### src/rtl/core/latency_histogram_percentile_unit_defines.svh
// Assertion macros shared by the latency histogram RTL.
// No dependencies; included by the files that carry assertions.
`ifndef LATENCY_HISTOGRAM_PERCENTILE_UNIT_DEFINES_SVH
`define LATENCY_HISTOGRAM_PERCENTILE_UNIT_DEFINES_SVH

// same-cycle implication, disabled during reset
`define LHP_AST_IMP(lbl, ck, rn, ante, cons, msg) \
  lbl: assert property (@(posedge ck) disable iff (!rn) (ante) |-> (cons)) else $error(msg);

// next-cycle implication, disabled during reset
`define LHP_AST_NXT(lbl, ck, rn, ante, cons, msg) \
  lbl: assert property (@(posedge ck) disable iff (!rn) (ante) |=> (cons)) else $error(msg);

`endif

### src/rtl/core/lhp_pkg.sv
// Shared types and constants of the latency histogram unit.
// No dependencies; used by lhp_div and latency_histogram_percentile_unit.
package lhp_pkg;

  localparam int VALUE_W    = 48;
  localparam int STATUS_W   = 2;
  localparam int TOTAL_W    = 42;
  localparam int PCT_W      = 10;
  localparam int PCT_SCALE  = 1000;
  localparam int MAX_SHIFT  = 31;

  typedef enum logic [2:0] {
    CMD_ADD    = 3'd0,
    CMD_READ   = 3'd1,
    CMD_PCT    = 3'd2,
    CMD_MEDIAN = 3'd3,
    CMD_AVG    = 3'd4,
    CMD_MIN    = 3'd5,
    CMD_MAX    = 3'd6,
    CMD_IGNORE = 3'd7
  } cmd_t;

  typedef enum logic [1:0] {
    STS_OK        = 2'd0,
    STS_EMPTY     = 2'd1,
    STS_BAD_INDEX = 2'd2
  } status_t;

  typedef enum logic {
    CFG_MIN_LATENCY = 1'b0,
    CFG_BIN_WIDTH   = 1'b1
  } cfg_idx_t;

  typedef struct packed {
    logic busy;
    logic done;
  } div_stat_t;

endpackage

### src/rtl/core/lhp_div.sv
// Restoring serial divider, one quotient bit per cycle.
// Depends on lhp_pkg (div_stat_t) and the assertion macro header.
`include "latency_histogram_percentile_unit_defines.svh"

module lhp_div #(
  parameter int DVD_W = 95,
  parameter int DVS_W = 48,
  parameter int Q_W   = 49
) (
  input  logic                clk,
  input  logic                rst_n,
  input  logic                start,
  input  logic [DVD_W-1:0]    dividend,
  input  logic [DVS_W-1:0]    divisor,
  output lhp_pkg::div_stat_t  stat,
  output logic [Q_W-1:0]      quotient
);

  localparam int CNT_W = $clog2(DVD_W + 1);

  logic [DVD_W-1:0] dvd_r;
  logic [DVS_W-1:0] dvs_r;
  logic [DVS_W-1:0] rem_r;
  logic [Q_W-1:0]   quo_r;
  logic [CNT_W-1:0] cnt_r;
  logic             busy_r;
  logic             done_r;
  logic [DVS_W:0]   rem_sh;
  logic             ge;
  logic [DVS_W:0]   rem_sub;

  assign rem_sh  = {rem_r, dvd_r[DVD_W-1]};
  assign ge      = rem_sh >= {1'b0, dvs_r};
  assign rem_sub = rem_sh - {1'b0, dvs_r};

  always_ff @(posedge clk) begin
    if (!rst_n) begin
      busy_r <= 1'b0;
      done_r <= 1'b0;
      cnt_r  <= '0;
    end else begin
      done_r <= 1'b0;
      if (start) begin
        busy_r <= 1'b1;
        cnt_r  <= '0;
      end else if (busy_r) begin
        cnt_r <= cnt_r + CNT_W'(1);
        if (cnt_r == CNT_W'(DVD_W - 1)) begin
          busy_r <= 1'b0;
          done_r <= 1'b1;
        end
      end
    end
  end

  always_ff @(posedge clk) begin
    if (start) begin
      dvd_r <= dividend;
      dvs_r <= divisor;
      rem_r <= '0;
      quo_r <= '0;
    end else if (busy_r) begin
      dvd_r <= dvd_r << 1;
      rem_r <= ge ? rem_sub[DVS_W-1:0] : rem_sh[DVS_W-1:0];
      quo_r <= {quo_r[Q_W-2:0], ge};
    end
  end

  assign stat.busy = busy_r;
  assign stat.done = done_r;
  assign quotient  = quo_r;

  `LHP_AST_IMP(a_start_idle, clk, rst_n, start, !busy_r, "divider started while busy")
  `LHP_AST_NXT(a_start_busy, clk, rst_n, start, busy_r, "divider did not go busy")
  `LHP_AST_IMP(a_done_after, clk, rst_n, done_r, $past(busy_r), "done without a running division")

endmodule

### config.mk
export PLATFORM = sky130hd
export DESIGN_NAME = lhp_div
export DESIGN_NICKNAME = d
export VERILOG_FILES = /design/src/rtl/core/lhp_pkg.sv /design/src/rtl/core/lhp_div.sv
export VERILOG_INCLUDE_DIRS = /design/src /design/src/rtl/core
export SDC_FILE = /design/constraint.sdc
export NUM_CORES = 1
export LEC_CHECK = 0
export BUFFER_PORTS_ARGS = -buffer_cell sky130_fd_sc_hd__buf_2
export CORE_ASPECT_RATIO = 1.75
export CORE_UTILIZATION = 57
export DETAILED_ROUTE_END_ITERATION = 10
export GPL_ROUTABILITY_DRIVEN = 0
export PLACE_DENSITY = 0.89
export SLEW_MARGIN = 20
export SYNTH_ARGS = -nofsm -noshare
export SYNTH_HDL_FRONTEND = slang
export SYNTH_SLANG_ARGS = --single-unit
### constraint.sdc
create_clock -name clk -period 3.43 [get_ports clk]
set_input_delay 0.5145 -clock clk [delete_from_list [all_inputs] [get_ports clk]]
set_output_delay 0.5145 -clock clk [all_outputs]
set_load 0.05 [all_outputs]
==> impl_metrics.tcl <==
set metrics [dict create \
    hold_path_depth 1 \
    post_synth_num_cell_types 68 \
    start_util_pct 58.5 \
    coreArea_mm2 0.0217 \
    clk_pin_slew_worst_paths_ns 0.06 \
    final_max_slew_viol_count 0 \
    p_per_area_mw_per_mm2 490 \
    final_nets 1524 \
    hold_violations 0 \
    setup_viol 0 \
    synth.avg_cell_area_um2 11.0 \
    cts_tree "built" \
    reg2reg_depth 13 \
    synth_most_common_cell "edfxtp_1" \
    cp.required_ns 3.79 \
    clockRootBuffer "clkbuf_16" \
    grt_overflow_total 0 \
    dp_hpwl_um 20900 \
    die_h_um 199 \
    insertion_delay_ns 0.52 \
    routed_wl_um 29600 \
    rrSetupSlack_ns 0.18 \
    holdPathEnd "dvs_r[7]" \
    endpoint_kind "flip-flop" \
    die-area_mm2 0.0229 \
    synth_area_leaders "edfxtp_1, dfxtp_1, mux2_2" \
    pin_count 197 \
    hold_buffers 0 \
    port_buffers 196 \
    period_minus_slack_ns 3.25 \
    antenna_found_initial 6 \
    drc 0 \
    timing.fmax_mhz 308 \
    ys_async_sr_fraction_pct 0 \
    synth.top_cell.area_share_pct 33.9 \
    clock-sinks 249 \
    post-cts-setup-buffer-count 0 \
    power.total_mw 7.21 \
    yosys.area.top_type "edfxtp_1" \
    worst_pin_slew_ns 0.815 \
    area_growth_pct 16.2 \
    clock_path_buffers 3 \
    synthTopCellsByCount "edfxtp_1, nor2_1, dfxtp_1" \
    fin_crit_sh_pct 94.8 \
    grt_usage_pct 25.8 \
    max-slew-margin-rel_pct 45.5 \
    final_layout_size_suffix_gt1_share_pct 27.3 \
    yosys_warnings 0 \
    rsz0062_at_grt "no" \
    multi_input_area_mm2 0.00567 \
    hp-start "divisor[7]" \
    syn_nets 1345 \
    htreeDepth 1 \
    fin_setup_tns_ns 0 \
    dr.pass1.iters 5 \
    cap_viol_max_count 0 \
    ys_seq_area_share_pct 50.6 \
    drt_iter0_markers 537 \
    grt_max_degree 97 \
    vias 9427 \
    crit_type "flip-flop to flip-flop" \
    grt_pass1_wl_um 46400 \
    postCtsResizedCells 0 \
    seq_area_mm2 0.00642 \
    synth-edff-count 143 \
    ys_ff_latch 249 \
    numCtsBuffers 24 \
    yosys_most_used_dff "edfxtp_1" \
    ir_drop_mv 0.534 \
    reg2reg_to "rem_r[21]" \
    hold_class "primary input to flip-flop" \
    critPathLaunchType "flip-flop" \
    wl_per_cell_um 18.0 \
    via_per_inst 5.74 \
    critPathMaxFanout 22 \
    antenna_left 0 \
    mappedNetlistArea_mm2 0.0127 \
    grt_pass1_vias 9770 \
    status "completed" \
    die_w_um 115 \
    arrival_ns 3.61 \
    p_leak_nw 6.17 \
    fill_cells 1635 \
    fin_skew_ns 0.0153 \
    utilization_pct 67.9 \
    placementRows 71 \
    reg2reg_from "dvs_r[15]" \
    syn_inst 1148 \
]
-- state kept, by name, indices dropped and copies added (netlist names) --
| signal | count |
|---|---|
| busy_r | 1 |
| quotient | 49 |
| dvs_r | 48 |
| dvd_r | 95 |
| rem_r | 48 |
| cnt_r | 7 |
| done_r | 1 |
-- cells by family after synthesis --
logic type	synth area share, %
DFF	50.6
buffers and inverters	4.61
muxes	15.2
adders and majority gates	5.09
xor gates and xnor gates	3.18
AOI/OAI and AO/OA	11.6
and+or+nand+nor	9.71
-- worst max-delay path by stage --
stage	depth (start not counted)	to	from	slack, ns
floorplan	3	dvd_r[0]	start	0.23
global placement	13	rem_r[29]	dvs_r[14]	0.26
detailed placement	13	rem_r[45]	dvs_r[15]	0.23
CTS	13	rem_r[21]	dvs_r[15]	0.18
global route	13	rem_r[21]	dvs_r[14]	0.02
finish	13	rem_r[21]	dvs_r[15]	0.18
-- power by group --
part | switching (mW) | internal [mW]
clock network | 1.11 | 1.50
registers | 0.0864 | 3.40
logic | 0.625 | 0.488
total | 1.83 | 5.38
-- stage by stage --
stage | hold WS, ns | std cells | cell area [um^2] | setup slack, ns
2_1_floorplan | 0.444 | 1148 | 12700 | 0.230
3_3_place_gp | 0.456 | 1593 | 13900 | 0.262
3_5_place_dp | 0.471 | 1593 | 13900 | 0.229
4_1_cts | 0.145 | 1636 | 14700 | 0.176
5_1_grt | 0.149 | 1642 | 14700 | 0.0171
6_report | 0.162 | 1643 | 14700 | 0.179
-- metal layers --
layer / global-route usage (%) / wire (um) / vias to the layer above
met5: 0 / 10 / -
met4: 15.4 / 1740 / 2
met3: 5.34 / 1760 / 130
met2: 48.3 / 15800 / 350
met1: 26.0 / 10300 / 4441
li1: - / - / 4504
-- cell type report --
class	count	area share (%)
diodes	7	0.119
clock buffers	33	4.74
clock inverters	10	0.527
inverters	62	1.59
multi-input cells	768	38.5
flip-flops and latches	249	43.6
well taps	292	2.48
repair buffers	222	8.39
-- worst max-delay path, stage by stage (launching register included) --
cell	delay [ns]
edfxtp_1	0.32
inv_1	0.04
ha_1	0.42
nand2_1	0.13
o21ai_1	0.22
nor2_1	0.15
o2bb2ai_1	0.22
a2111oi_4	0.45
o21ai_2	0.12
a21o_1	0.27
nand2_8	0.17
buf_12	0.21
mux2i_1	0.24
o22ai_1	0.11
-- cell usage in the layout (no fill, tap or decap), types with 5 or more instances in the layout --
cell	instances
nand2b_1	7
nand2_1	64
mux2_2	94
mux2i_1	87
buf_2	195
o21a_1	12
clkbuf_16	26
a21o_1	26
nor3_1	9
xnor2_1	24
a311oi_1	5
nand4_1	21
a211oi_1	31
xor2_1	22
o21ai_1	14
buf_4	22
nor2_1	129
a21oi_1	52
o21ai_0	28
inv_1	61
dfxtp_1	105
edfxtp_1	143
diode_2	7
nand3_1	15
or3_1	5
clkinv_2	8
ha_1	50
o21bai_1	10
Power figures use the tool's default switching activity.
